File: src/rtl/core/idtfp_pkg.sv
// Shared types, event codes and helpers for the ID3v2 tag frame parser.
`default_nettype none

package idtfp_pkg;

	// Tag and frame headers are both ten bytes long
	localparam int unsigned HEADER_BYTES = 10;
	localparam logic [3:0]  LAST_FIELD   = 4'(HEADER_BYTES - 1);

	// Default depth of the result queue
	localparam int unsigned RES_DEPTH_DEF = 4;

	// Event codes
	localparam logic [2:0] EV_TAG_OK     = 3'd0;
	localparam logic [2:0] EV_TAG_REJECT = 3'd1;
	localparam logic [2:0] EV_FRAME_HDR  = 3'd2;
	localparam logic [2:0] EV_FRAME_DATA = 3'd3;
	localparam logic [2:0] EV_TAG_DONE   = 3'd4;
	localparam logic [2:0] EV_FRAME_ERR  = 3'd5;

	// Reject reasons
	localparam logic REJ_BAD_ID  = 1'b0;
	localparam logic REJ_TOO_BIG = 1'b1;

	// "ID3" identifier: first two bytes, then the third
	localparam logic [15:0] ID_HEAD = 16'h4944;
	localparam logic [7:0]  ID_TAIL = 8'h33;

	// Synchsafe frame sizes from this major version on
	localparam logic [7:0] SYNCHSAFE_MAJOR = 8'd4;

	// One result item
	typedef struct packed {
		logic [2:0]  event_res;
		logic        reject_reason;
		logic [7:0]  ver_major;
		logic [7:0]  ver_rev;
		logic [27:0] tag_size;
		logic [31:0] frm_id;
		logic [15:0] frm_flags;
		logic [31:0] frm_size;
		logic [7:0]  data_byte;
		logic        last_of_frame;
		logic        run_last;
	} res_t;

	// Up to two results caused by one byte
	typedef struct packed {
		logic [1:0] num;
		res_t       r0;
		res_t       r1;
	} step_out_t;

	// Drop bit 7 of each of four bytes
	function automatic logic [27:0] synchsafe(input logic [31:0] v);
		return {v[30:24], v[22:16], v[14:8], v[6:0]};
	endfunction

endpackage

`default_nettype wire

File: src/rtl/core/idtfp_if.sv
// Request channel interfaces: file bytes in, parser events out.
`default_nettype none

interface idtfp_byte_if;
	logic       valid;
	logic       ready;
	logic [7:0] byte_value;
	logic       first;

	modport source (output valid, byte_value, first, input ready);
	modport sink   (input valid, byte_value, first, output ready);
endinterface

interface idtfp_event_if;
	logic        valid;
	logic        ready;
	logic [2:0]  event_res;
	logic        reject_reason;
	logic [7:0]  ver_major;
	logic [7:0]  ver_rev;
	logic [27:0] tag_size;
	logic [31:0] frm_id;
	logic [15:0] frm_flags;
	logic [31:0] frm_size;
	logic [7:0]  data_byte;
	logic        last_of_frame;
	logic        run_last;

	modport source (output valid, event_res, reject_reason, ver_major, ver_rev,
		tag_size, frm_id, frm_flags, frm_size, data_byte, last_of_frame, run_last,
		input ready);
	modport sink (input valid, event_res, reject_reason, ver_major, ver_rev,
		tag_size, frm_id, frm_flags, frm_size, data_byte, last_of_frame, run_last,
		output ready);
endinterface

`default_nettype wire

File: src/rtl/core/idtfp_step.sv
// Parser state and the per-byte decode: tag header, frame headers, frame data.
`default_nettype none

module idtfp_step
	import idtfp_pkg::*;
(
	input  wire logic        clk,
	input  wire logic        arst_n,
	input  wire logic        go,
	input  wire logic [7:0]  byte_value,
	input  wire logic        first,
	input  wire logic [31:0] stream_length,
	output step_out_t        step_out
);

	localparam logic [2:0] PH_IDLE  = 3'd0;
	localparam logic [2:0] PH_HDR   = 3'd1;
	localparam logic [2:0] PH_FHDR  = 3'd2;
	localparam logic [2:0] PH_FDATA = 3'd3;
	localparam logic [2:0] PH_DONE  = 3'd4;

	logic [2:0]  phase_q, phase_d;
	logic [3:0]  fcnt_q, fcnt_d;
	logic [63:0] hshift_q, hshift_d;
	logic [15:0] fshift_q, fshift_d;
	logic [27:0] tag_rem_q, tag_rem_d;
	logic [31:0] frame_rem_q, frame_rem_d;
	logic [7:0]  major_q, major_d;
	logic [7:0]  rev_q, rev_d;

	// state seen by this byte (a first byte restarts the header)
	logic [2:0]  ph;
	logic [3:0]  fc;
	logic [63:0] hs;
	logic [15:0] fs;

	// header completion values
	logic [63:0] hs_full;
	logic [15:0] fs_full;
	logic [27:0] tsize;
	logic [31:0] fsize;
	logic        id_ok;
	logic        too_big;
	logic [27:0] tr_dec;
	logic [31:0] fr_dec;

	res_t       r0, r1;
	logic [1:0] num;

	always_comb begin
		ph = first ? PH_HDR : phase_q;
		fc = first ? 4'd0 : fcnt_q;
		hs = first ? 64'd0 : hshift_q;
		fs = first ? 16'd0 : fshift_q;

		hs_full = {hs[55:0], byte_value};
		fs_full = {fs[7:0], byte_value};
		tsize   = synchsafe(hs_full[31:0]);
		id_ok   = (fs == ID_HEAD) && (hs_full[63:56] == ID_TAIL);
		too_big = ({5'd0, tsize} + 33'(HEADER_BYTES)) > {1'b0, stream_length};
		fsize   = (major_q >= SYNCHSAFE_MAJOR) ? {4'd0, synchsafe(hs[31:0])} : hs[31:0];
		tr_dec  = tag_rem_q - 28'd1;
		fr_dec  = frame_rem_q - 32'd1;

		phase_d     = ph;
		fcnt_d      = fc;
		hshift_d    = hs;
		fshift_d    = fs;
		tag_rem_d   = tag_rem_q;
		frame_rem_d = frame_rem_q;
		major_d     = major_q;
		rev_d       = rev_q;
		r0          = '0;
		r1          = '0;
		num         = 2'd0;

		unique case (ph)
			// tag header: two identifier bytes, then eight more
			PH_HDR: begin
				if (fc < 4'd2) begin
					fshift_d = fs_full;
				end else begin
					hshift_d = hs_full;
				end
				fcnt_d = fc + 4'd1;
				if (fc == LAST_FIELD) begin
					major_d      = hs_full[55:48];
					rev_d        = hs_full[47:40];
					r0.ver_major = hs_full[55:48];
					r0.ver_rev   = hs_full[47:40];
					r0.tag_size  = tsize;
					fcnt_d       = 4'd0;
					hshift_d     = '0;
					fshift_d     = '0;
					num          = 2'd1;
					if (!id_ok || too_big) begin
						r0.event_res     = EV_TAG_REJECT;
						r0.reject_reason = id_ok ? REJ_TOO_BIG : REJ_BAD_ID;
						phase_d          = PH_DONE;
					end else begin
						r0.event_res = EV_TAG_OK;
						tag_rem_d    = tsize;
						if (tsize == 28'd0) begin
							r1.event_res = EV_TAG_DONE;
							num          = 2'd2;
							phase_d      = PH_DONE;
						end else begin
							phase_d = PH_FHDR;
						end
					end
				end
			end
			// frame header: padding and short-body checks on its first byte
			PH_FHDR: begin
				if (fc == 4'd0 && byte_value == 8'd0) begin
					r0.event_res = EV_TAG_DONE;
					num          = 2'd1;
					phase_d      = PH_DONE;
				end else if (fc == 4'd0 && tag_rem_q < 28'(HEADER_BYTES)) begin
					r0.event_res = EV_FRAME_ERR;
					num          = 2'd1;
					phase_d      = PH_DONE;
				end else begin
					if (fc < 4'd8) begin
						hshift_d = hs_full;
					end else begin
						fshift_d = fs_full;
					end
					tag_rem_d = tr_dec;
					fcnt_d    = fc + 4'd1;
					if (fc == LAST_FIELD) begin
						fcnt_d   = 4'd0;
						hshift_d = '0;
						fshift_d = '0;
						num      = 2'd1;
						if (fsize > {4'd0, tr_dec}) begin
							r0.event_res = EV_FRAME_ERR;
							phase_d      = PH_DONE;
						end else begin
							r0.event_res = EV_FRAME_HDR;
							r0.frm_id    = hs[63:32];
							r0.frm_flags = fs_full;
							r0.frm_size  = fsize;
							if (fsize == 32'd0) begin
								if (tr_dec == 28'd0) begin
									r1.event_res = EV_TAG_DONE;
									num          = 2'd2;
									phase_d      = PH_DONE;
								end
							end else begin
								frame_rem_d = fsize;
								phase_d     = PH_FDATA;
							end
						end
					end
				end
			end
			// frame data passes through
			PH_FDATA: begin
				frame_rem_d      = fr_dec;
				tag_rem_d        = tr_dec;
				r0.event_res     = EV_FRAME_DATA;
				r0.data_byte     = byte_value;
				r0.last_of_frame = (fr_dec == 32'd0);
				num              = 2'd1;
				if (fr_dec == 32'd0) begin
					if (tr_dec == 28'd0) begin
						r1.event_res = EV_TAG_DONE;
						num          = 2'd2;
						phase_d      = PH_DONE;
					end else begin
						phase_d = PH_FHDR;
					end
				end
			end
			default: begin
			end
		endcase

		// mark the last result of this byte
		if (num == 2'd1) begin
			r0.run_last = 1'b1;
		end
		if (num == 2'd2) begin
			r1.run_last = 1'b1;
		end

		step_out.num = num;
		step_out.r0  = r0;
		step_out.r1  = r1;
	end

	// parser state
	always_ff @(posedge clk or negedge arst_n) begin
		if (!arst_n) begin
			phase_q     <= PH_IDLE;
			fcnt_q      <= '0;
			hshift_q    <= '0;
			fshift_q    <= '0;
			tag_rem_q   <= '0;
			frame_rem_q <= '0;
			major_q     <= '0;
			rev_q       <= '0;
		end else if (go) begin
			phase_q     <= phase_d;
			fcnt_q      <= fcnt_d;
			hshift_q    <= hshift_d;
			fshift_q    <= fshift_d;
			tag_rem_q   <= tag_rem_d;
			frame_rem_q <= frame_rem_d;
			major_q     <= major_d;
			rev_q       <= rev_d;
		end
	end

endmodule

`default_nettype wire

File: src/rtl/core/idtfp_res_fifo.sv
// Result queue: takes up to two results per cycle, hands out one per cycle.
`default_nettype none

module idtfp_res_fifo
	import idtfp_pkg::*;
#(
	parameter int unsigned DEPTH = RES_DEPTH_DEF
) (
	input  wire logic                     clk,
	input  wire logic                     arst_n,
	input  wire logic                     push,
	input  wire step_out_t                push_data,
	input  wire logic                     pop,
	output res_t                          head,
	output logic [$clog2(DEPTH + 1)-1:0] count
);

	localparam int unsigned PW = (DEPTH > 1) ? $clog2(DEPTH) : 1;
	localparam int unsigned CW = $clog2(DEPTH + 1);

	res_t          mem_q [DEPTH];
	logic [PW-1:0] wp_q, rp_q, wp_1;
	logic [CW-1:0] cnt_q;
	logic [1:0]    push_n;

	function automatic logic [PW-1:0] nxt(input logic [PW-1:0] p);
		return (p == PW'(DEPTH - 1)) ? '0 : p + 1'b1;
	endfunction

	assign push_n = push ? push_data.num : 2'd0;
	assign wp_1   = nxt(wp_q);
	assign head   = mem_q[rp_q];
	assign count  = cnt_q;

	// storage
	always_ff @(posedge clk) begin
		if (push_n != 2'd0) begin
			mem_q[wp_q] <= push_data.r0;
		end
		if (push_n == 2'd2) begin
			mem_q[wp_1] <= push_data.r1;
		end
	end

	// pointers and fill count
	always_ff @(posedge clk or negedge arst_n) begin
		if (!arst_n) begin
			wp_q  <= '0;
			rp_q  <= '0;
			cnt_q <= '0;
		end else begin
			if (push_n == 2'd1) begin
				wp_q <= wp_1;
			end else if (push_n == 2'd2) begin
				wp_q <= nxt(wp_1);
			end
			if (pop) begin
				rp_q <= nxt(rp_q);
			end
			cnt_q <= cnt_q + CW'(push_n) - CW'(pop);
		end
	end

endmodule

`default_nettype wire

File: src/rtl/core/id3v2_tag_frame_parser.sv
// Top level of the ID3v2 tag frame parser.
//
// A file streams in on "stream", one byte per request; "first" marks the first
// byte of a new file and restarts the parser on it. Each byte causes zero, one
// or two event requests on "events": tag header accepted or rejected, frame
// header, frame data byte, tag done, frame error. run_last marks the last event
// caused by a byte. stream_length is written through stream_length_we/_wdata;
// the user must write it only while the block is idle, which the block does
// not enforce; reset sets it to all ones. A byte taken is held in the input
// register, then decoded and queued, and its first event is then valid on the
// event channel. Throughput: one byte per cycle while the receiver keeps up;
// a byte that causes two events queues both. The input register moves on while
// the result queue has room for two events, so a stalled receiver backs up
// through the queue, then drops "ready" on the byte channel; nothing is lost.
// Reset clears the parser to waiting for a first byte and empties the queue.
`default_nettype none

module id3v2_tag_frame_parser
	import idtfp_pkg::*;
#(
	parameter int unsigned RES_DEPTH = RES_DEPTH_DEF
) (
	input  wire logic        clk,
	input  wire logic        arst_n,
	idtfp_byte_if.sink       stream,
	idtfp_event_if.source    events,
	input  wire logic        stream_length_we,
	input  wire logic [31:0] stream_length_wdata
);

	localparam int unsigned CW = $clog2(RES_DEPTH + 1);

	logic          s1_valid_q;
	logic [7:0]    byte_s1;
	logic          first_s1;
	logic [31:0]   stream_len_q;
	logic          go;
	logic          pop;
	logic [CW-1:0] cnt;
	step_out_t     step_out;
	res_t          head;

	// the input register advances when the queue can take two results
	assign go           = s1_valid_q && (cnt <= CW'(RES_DEPTH - 2));
	assign stream.ready = !s1_valid_q || go;
	assign pop          = events.valid && events.ready;

	// input register
	always_ff @(posedge clk or negedge arst_n) begin
		if (!arst_n) begin
			s1_valid_q <= 1'b0;
		end else if (stream.ready) begin
			s1_valid_q <= stream.valid;
		end
	end

	always_ff @(posedge clk) begin
		if (stream.ready && stream.valid) begin
			byte_s1  <= stream.byte_value;
			first_s1 <= stream.first;
		end
	end

	// stream length register
	always_ff @(posedge clk or negedge arst_n) begin
		if (!arst_n) begin
			stream_len_q <= '1;
		end else if (stream_length_we) begin
			stream_len_q <= stream_length_wdata;
		end
	end

	idtfp_step u_step (
		.clk           (clk),
		.arst_n        (arst_n),
		.go            (go),
		.byte_value    (byte_s1),
		.first         (first_s1),
		.stream_length (stream_len_q),
		.step_out      (step_out)
	);

	idtfp_res_fifo #(
		.DEPTH (RES_DEPTH)
	) u_res_fifo (
		.clk       (clk),
		.arst_n    (arst_n),
		.push      (go),
		.push_data (step_out),
		.pop       (pop),
		.head      (head),
		.count     (cnt)
	);

	// event channel
	assign events.valid         = (cnt != '0);
	assign events.event_res     = head.event_res;
	assign events.reject_reason = head.reject_reason;
	assign events.ver_major     = head.ver_major;
	assign events.ver_rev       = head.ver_rev;
	assign events.tag_size      = head.tag_size;
	assign events.frm_id        = head.frm_id;
	assign events.frm_flags     = head.frm_flags;
	assign events.frm_size      = head.frm_size;
	assign events.data_byte     = head.data_byte;
	assign events.last_of_frame = head.last_of_frame;
	assign events.run_last      = head.run_last;

	// queue never overfills
	a_no_overflow: assert property (@(posedge clk) disable iff (!arst_n)
		cnt <= CW'(RES_DEPTH))
		else $error("result queue overflow");

	// second result of a byte is queued with the first, so it follows at once
	a_run_follows: assert property (@(posedge clk) disable iff (!arst_n)
		pop && !events.run_last |=> events.valid)
		else $error("event run broken");

	// a two-result byte marks only its second result as last
	a_run_mark: assert property (@(posedge clk) disable iff (!arst_n)
		go && step_out.num == 2'd2 |-> !step_out.r0.run_last && step_out.r1.run_last)
		else $error("run_last misplaced");

	// no results while the input register is empty
	a_no_idle_push: assert property (@(posedge clk) disable iff (!arst_n)
		!s1_valid_q |=> cnt <= $past(cnt))
		else $error("result pushed without a byte");

endmodule

`default_nettype wire
File: src/flat_wrapper.sv
// flat-port wrapper written by rule: the top's interface ports become plain ports
module id3v2_tag_frame_parser_flat import idtfp_pkg::*;
#(
	parameter int unsigned RES_DEPTH = RES_DEPTH_DEF
)
  (clk, arst_n, stream_length_we, stream_length_wdata, stream_valid, stream_byte_value, stream_first, stream_ready, events_valid, events_event_res, events_reject_reason, events_ver_major, events_ver_rev, events_tag_size, events_frm_id, events_frm_flags, events_frm_size, events_data_byte, events_last_of_frame, events_run_last, events_ready);
  idtfp_byte_if stream_i ();
  idtfp_event_if events_i ();
  input  wire logic clk;
  input  wire logic arst_n;
  input  wire logic stream_length_we;
  input  wire logic [31:0] stream_length_wdata;
  input wire logic [$bits(stream_i.valid)-1:0] stream_valid;
  input wire logic [$bits(stream_i.byte_value)-1:0] stream_byte_value;
  input wire logic [$bits(stream_i.first)-1:0] stream_first;
  output wire logic [$bits(stream_i.ready)-1:0] stream_ready;
  output wire logic [$bits(events_i.valid)-1:0] events_valid;
  output wire logic [$bits(events_i.event_res)-1:0] events_event_res;
  output wire logic [$bits(events_i.reject_reason)-1:0] events_reject_reason;
  output wire logic [$bits(events_i.ver_major)-1:0] events_ver_major;
  output wire logic [$bits(events_i.ver_rev)-1:0] events_ver_rev;
  output wire logic [$bits(events_i.tag_size)-1:0] events_tag_size;
  output wire logic [$bits(events_i.frm_id)-1:0] events_frm_id;
  output wire logic [$bits(events_i.frm_flags)-1:0] events_frm_flags;
  output wire logic [$bits(events_i.frm_size)-1:0] events_frm_size;
  output wire logic [$bits(events_i.data_byte)-1:0] events_data_byte;
  output wire logic [$bits(events_i.last_of_frame)-1:0] events_last_of_frame;
  output wire logic [$bits(events_i.run_last)-1:0] events_run_last;
  input wire logic [$bits(events_i.ready)-1:0] events_ready;
  assign stream_i.valid = stream_valid;
  assign stream_i.byte_value = stream_byte_value;
  assign stream_i.first = stream_first;
  assign stream_ready = stream_i.ready;
  assign events_valid = events_i.valid;
  assign events_event_res = events_i.event_res;
  assign events_reject_reason = events_i.reject_reason;
  assign events_ver_major = events_i.ver_major;
  assign events_ver_rev = events_i.ver_rev;
  assign events_tag_size = events_i.tag_size;
  assign events_frm_id = events_i.frm_id;
  assign events_frm_flags = events_i.frm_flags;
  assign events_frm_size = events_i.frm_size;
  assign events_data_byte = events_i.data_byte;
  assign events_last_of_frame = events_i.last_of_frame;
  assign events_run_last = events_i.run_last;
  assign events_i.ready = events_ready;
  id3v2_tag_frame_parser #(.RES_DEPTH(RES_DEPTH)) u_core (.clk(clk), .arst_n(arst_n), .stream(stream_i), .events(events_i), .stream_length_we(stream_length_we), .stream_length_wdata(stream_length_wdata));
endmodule
File: config.mk
export PLATFORM = sky130hd
export DESIGN_NAME = id3v2_tag_frame_parser_flat
export DESIGN_NICKNAME = d
export VERILOG_FILES = /design/src/rtl/core/idtfp_pkg.sv /design/src/rtl/core/idtfp_if.sv /design/src/rtl/core/idtfp_step.sv /design/src/rtl/core/idtfp_res_fifo.sv /design/src/rtl/core/id3v2_tag_frame_parser.sv /design/src/flat_wrapper.sv
export SDC_FILE = /design/constraint.sdc
export NUM_CORES = 2
export LEC_CHECK = 0
export ABC_AREA = 1
export ABC_CLOCK_PERIOD_IN_PS = 4600
export BUFFER_PORTS_ARGS = -buffer_cell sky130_fd_sc_hd__buf_4
export CAP_MARGIN = 20
export CELL_PAD_IN_SITES_DETAIL_PLACEMENT = 0
export CELL_PAD_IN_SITES_GLOBAL_PLACEMENT = 1
export CORE_ASPECT_RATIO = 1.5
export CORE_MARGIN = 8
export CORE_UTILIZATION = 41
export CTS_CLUSTER_DIAMETER = 80
export CTS_CLUSTER_SIZE = 25
export DETAILED_ROUTE_END_ITERATION = 6
export MAX_ROUTING_LAYER = met4
export PLACE_DENSITY_LB_ADDON = 0.12
export SYNTH_ARGS = -nofsm -noshare
export SYNTH_HDL_FRONTEND = slang
export SYNTH_SLANG_ARGS = --single-unit
export TNS_END_PERCENT = 20
File: constraint.sdc
create_clock -name clk -period 4.6 [get_ports clk]
set_input_delay 0.23 -clock clk [delete_from_list [all_inputs] [get_ports clk]]
set_output_delay 0.23 -clock clk [all_outputs]
set_load 0.02 [all_outputs]
Word level (Yosys, flattened, before mapping)
Memories as Yosys holds them, arrays and structs flattened.
Cells that the tools add are included.
{"block": "word_totals", "output_inout_bits": 140, "inputBits": 46, "elab_cells": 171, "memories": 1, "mem_bits_rw": 552, "regBits": 204}
{"block": "classes", "add_sub_neg": 9, "n_reduce_logical": 24, "n_lt_le_gt_ge": 7, "eq_ne": 20, "mux": 96}
{"name": "u_core.u_res_fifo.mem_q", "words": 4, "width": 138, "read_ports": 1, "rd_clocked_by_memory_dff": 0, "write_ports": 2, "line": "idtfp_res_fifo.sv:21", "rtl": "res_t mem_q [DEPTH];"}
{"operator": "64-bit 2-to-1 mux", "n": 7}
{"operator": "80-bit 2-to-1 mux", "n": 5}
{"operator": "32-bit 2-to-1 mux", "n": 6}
{"operator": "64-bit case mux with 2 select lines", "n": 1}
{"operator": "16-bit 2-to-1 mux", "n": 7}
{"operator": "28-bit 2-to-1 mux", "n": 4}
{"operator": "28-bit case mux with 3 select lines", "n": 1}
{"operator": "3-bit 2-to-1 mux", "n": 26}
{"operator": "32-bit logical NOT", "n": 2}
{"operator": "32-bit case mux with 2 select lines", "n": 1}
{"operator": "28-bit logical NOT", "n": 2}
{"operator": "46-bit 2-to-1 mux", "n": 1}
{"operator": "45-bit 2-to-1 mux", "n": 1}
{"operator": "29-bit by 32-bit > comparator with 1-bit output", "n": 1}
{"operator": "32-bit by 28-bit > comparator with 1-bit output", "n": 1}
{"operator": "2-bit 2-to-1 mux", "n": 16}
{"operator": "16-bit case mux with 2 select lines", "n": 1}
{"operator": "32-bit by 1-bit subtractor with 32-bit output, second input constant", "n": 1}
{"operator": "28-bit by 4-bit adder with 29-bit output, second input constant", "n": 1}
{"operator": "28-bit by 4-bit < comparator with 1-bit output, second input constant", "n": 1}
{"operator": "28-bit by 1-bit subtractor with 28-bit output, second input constant", "n": 1}
{"operator": "3-bit case mux with 3 select lines", "n": 3}
{"operator": "16-bit by 15-bit equality test with 1-bit output, second input constant", "n": 1}
{"operator": "4-bit 2-to-1 mux", "n": 4}
{"operator": "other kinds (29)", "n": 61}

Logic depth before layout (Yosys ltp)
{"block": "depth", "ltp_word": 13, "depth_mapped": 35, "ltp_nobuf": 32}

By module
A second synthesis with hierarchy kept.
{"block": "hier_totals", "cells_unflattened": 5581, "area_unflattened_um2": 44291.2}
{"module": "idtfp_res_fifo", "seq_area_each_um2": 16751.1, "n_inst": 1, "cells_per_inst": 2901, "area_each_um2": 27203.6}
{"module": "idtfp_step", "seq_area_each_um2": 3828.7, "n_inst": 1, "cells_per_inst": 2521, "area_each_um2": 15275.9}
{"module": "id3v2_tag_frame_parser", "seq_area_each_um2": 1136.1, "n_inst": 1, "cells_per_inst": 159, "area_each_um2": 1811.7}

Worst setup path after synthesis
OpenSTA, ideal clock, no wires.
{"block": "synth_timing", "path_kind": "register to register", "from": "register u_core.byte_s1[1]", "to": "memory u_core.u_res_fifo.mem_q[3][0] (netlist name), enable pin", "t_arrival_ps": 4749, "required_time_ps": 4342, "slack_ps": -407, "setup_time_ps": 258, "n_path_buf": 2, "path_stages_with_launch": 32, "period_less_slack_ps": 5007, "cell_sequence": "edfxtp_1 ha_1 nor2_1 nor2_1 nand3_1 nor3_4 nand3_2 nor3_4 nand2_2 nor3_4 nand2_2 nor2_2 nand2_1 xor2_1 inv_1 ha_1 nand2_1 nor4_1 nand2_1 nand2_1 nand2_1 nand2_1 o21ai_0 nand3_2 nand2_1 ha_1 nand2_1 inv_1 nor2_1 clkbuf_1 clkbuf_1 inv_1"}
{"element": "start: declaration", "line": "id3v2_tag_frame_parser.sv:34", "rtl": "logic [7:0] byte_s1;"}
{"element": "start signal: assignment", "line": "id3v2_tag_frame_parser.sv:59", "rtl": "byte_s1 <= stream.byte_value;"}
{"element": "end: declaration", "line": "idtfp_res_fifo.sv:21"}

==> results.yml <==
cts:
  cts_made_buffers: 40
  cts_buffer_depth: 3
  clk_latency_ns: 0.64
  htree_num_levels: 2
  cts_root_buffer: "clkbuf_16"
  cts_tree: "built"
  cts_num_sinks: 754
  path_clk_slew_ns: 0.10
global_routing:
  grt_antenna_before_repair: 1
  grt_usage: 0.297
  grt_max_degree: 136
  overflow: 0
  grt_pass1_wl_um: 232000
  grt_pass1_vias: 37100
sta:
  max_slew.worst_pin.slew_ns: 1.10
  rsz0062_at_grt: "true"
  fin_hold_ws_ns: 0.0638
  setup_violations: 550
  finalMaxSlewViolations: 0
  fin_skew_ns: 0.0349
  fin_crit_sh: 1.05
  setup_tns_ns: -76.86
  hold_viol_final: 0
  fmax_mhz: 207
  layout_setup_ws_ns: -0.242
  fin_crit_ns: 4.84
  slew_headroom: 0.269
worst_setup_path:
  r2r_end: "u_core.u_res_fifo.mem_q[3][91]$_SDFFE_PP0P_"
  r2r_slack_ns: -0.24
  path_class: "reg2reg"
  worstPathMaxFanout: 8
  reg2reg_depth: 32
  required_ns: 5.11
  cp.arrival_ns: 5.36
  endpoint_kind: "flop"
  rr_startpoint: "u_core.byte_s1[2]$_DFFE_PP_"
  crit_path_max_incr_delay_ns: 0.43
  worst_setup_path_start_kind: "flop"
  slowest_stage: "edfxtp_1"
  cp_common_cell: "nand2_4"
floorplanning:
  num_io_pins: 186
  die_w_um: 263
  die_area_um2: 102000
  die_h_um: 387
  floorplan.initialDensity: 0.412
  core_area_um2: 91200
  num_rows: 136
routing:
  drt_wl_total_um: 158000
  first_pass_iters: 6
  via_per_inst: 5.71
  drc_errors: 0
  antenna_left: 0
  vias: 39100
  drtIter0Drc: 3990
  wl_per_cell_um: 23.1
finish:
  layout_common_cells: "851 x nand2_1, 750 x o21ai_0, 612 x nor2_1, 549 x buf_4, 544 x dfxtp_1"
  final_net_count: 5777
  nFillCells: 9075
  area_growth_pct: 26.4
  fin_util: 0.521
  layout_commonest_cell: "nand2_1"
  layout-drive-gt1-share: 0.189
synthesis:
  syn_area_um2: 37600
  syn_nets: 5339
  ys_warn_count: 0
  ys_ff_latch: 754
  synth-seq-area-share: 0.433
  synth_edf_count: 17
  synth_cells: 5214
  syn_avg_cell_area_um2: 7.21
  synth_flop_cell: "dfxtp_1"
  ys_types: 64
  synth_async_sr_flop_share: 0.256
worst_hold_path:
  worstHoldPathCells: 4
  hold_path_class: "in2reg"
  hold_start: "events_ready"
  hold_path_end: "u_core.u_res_fifo.rp_q[1]$_DFFE_PN0P_"
placement:
  portBuffers: 185
  gp_congestion: 0.930
  dpl.hpwl_um: 104000
  pre_cts_ws_ns: -0.570
pwr:
  power.total_uw: 28200
  max-vdd-ir-drop_mv: 0.383
  cellPowerDensity_nw_per_um2: 592
  p_leak_uw: 0.0203
status:
  violations: "negative setup slack"
  status: "finished, violations left"
flow_run:
  cap_violations: 0
[Yosys cell counts (24+ instances only)]
| library cell | count | area [µm²] |
|---|---|---|
| o21ai_0 | 949 | 4750 |
| nand2_1 | 890 | 3340 |
| nor2_1 | 622 | 2330 |
| dfxtp_1 | 544 | 10900 |
| nand3_1 | 485 | 2430 |
| inv_1 | 325 | 1220 |
| clkbuf_1 | 307 | 1150 |
| o21ai_1 | 183 | 916 |
| dfrtp_1 | 161 | 4030 |
| o22ai_1 | 153 | 957 |
| a21oi_1 | 80 | 400 |
| ha_1 | 78 | 976 |
| xor2_1 | 35 | 307 |
| nand4_1 | 34 | 213 |
| dfstp_2 | 32 | 841 |
| o21bai_1 | 30 | 225 |
| buf_2 | 28 | 140 |
| inv_2 | 28 | 105 |
| a22oi_1 | 24 | 180 |
[cell families after synthesis]
group	after synthesis	share of synthesized area
AND/OR/NAND/NOR	2136	0.243
flip-flops	754	0.433
multiplexers	2	0.000566
AO/OA/AOI/OAI	1482	0.211
buffers and inverters	719	0.0764
XOR/XNOR	42	0.00999
adder cells (fa/ha/maj)	79	0.0265
[layout make-up]
class | count | area (µm²) | share of cell area
multi-input cells | 3741 | 19200 | 0.405
flip-flops and latches | 754 | 16300 | 0.343
clock inverters | 11 | 124 | 0.00261
inverters | 356 | 1390 | 0.0293
diodes | 1 | 2.50 | 0.0000527
repair buffers | 759 | 7960 | 0.168
well taps | 1173 | 1470 | 0.0309
clock buffers | 52 | 1070 | 0.0225
[report_power, final]
| group | switching [µW] | internal [µW] |
|---|---|---|
| Clock | 2430 | 1700 |
| Sequential | 560 | 7290 |
| Combinational | 10700 | 5450 |
| Total | 13700 | 14400 |
[worst max path at each step]
stage                           startpoint                                           end  cells past startpoint
2_1_floorplan  u_core.byte_s1[1]$_DFFE_PP_       u_core.u_res_fifo.mem_q[3][0]$_DFFE_PP_                     30
3_3_place_gp   u_core.byte_s1[2]$_DFFE_PP_  u_core.u_res_fifo.mem_q[2][115]$_SDFFE_PP0P_                     30
3_5_place_dp   u_core.byte_s1[2]$_DFFE_PP_  u_core.u_res_fifo.mem_q[2][115]$_SDFFE_PP0P_                     30
4_1_cts        u_core.byte_s1[2]$_DFFE_PP_  u_core.u_res_fifo.mem_q[2][113]$_SDFFE_PP0P_                     31
5_1_grt        u_core.byte_s1[2]$_DFFE_PP_   u_core.u_res_fifo.mem_q[3][72]$_SDFFE_PP0P_                     36
6_report       u_core.byte_s1[2]$_DFFE_PP_   u_core.u_res_fifo.mem_q[3][91]$_SDFFE_PP0P_                     32
[worst max-delay path, delay by kind of cell, from the launching register on]
| kind | cells | cell delay (ns) |
|---|---|---|
| buf+inv | 6 | 0.74 |
| simple gates | 20 | 2.47 |
| compound gates | 2 | 0.20 |
| flops | 1 | 0.43 |
| xor+xnor | 1 | 0.14 |
| fa+ha+maj | 3 | 0.69 |
[metal layers]
metal / vias to the layer above / share of wire / GRT usage
met1: 19000 / 0.39 / 0.343
met5: - / 0 / -
met2: 1328 / 0.50 / 0.509
met3: 346 / 0.050 / 0.0272
li1: 18500 / - / -
met4: 0 / 0.063 / 0.159
[metrics by stage]
stage	cells	area, µm²
detailed placement	6650	43100
global route	6847	47500
global placement	6650	43100
finish	6847	47500
floorplan	5214	37800
CTS	6810	46200
[sequential cells by signal, summed over array words and instances, names as in the netlist]
| signal | cells |
|---|---|
| u_core.u_res_fifo.rp_q | 2 |
| u_core.u_step.hshift_q | 64 |
| u_core.u_res_fifo.wp_q | 2 |
| u_core.u_step.fshift_q | 16 |
| u_core.u_step.phase_q | 3 |
| u_core.s1_valid_q | 1 |
| u_core.byte_s1 | 8 |
| u_core.u_step.tag_rem_q | 28 |
| u_core.u_res_fifo.mem_q | 552 |
| u_core.u_step.fcnt_q | 4 |
| u_core.stream_len_q | 32 |
| u_core.u_step.major_q | 6 |
| u_core.u_step.frame_rem_q | 32 |
| u_core.u_res_fifo.count | 3 |
| u_core.first_s1 | 1 |
[repair_timing]
action	CTS	global route
setup buffers	31	15
hold endpoints to repair	117	0
gates cloned	24	25
endpoints found under the setup margin	589	591
hold buffers	43	0
gates resized for setup	209	298
pin swaps	49	76
(Power assumes the default switching activity.)
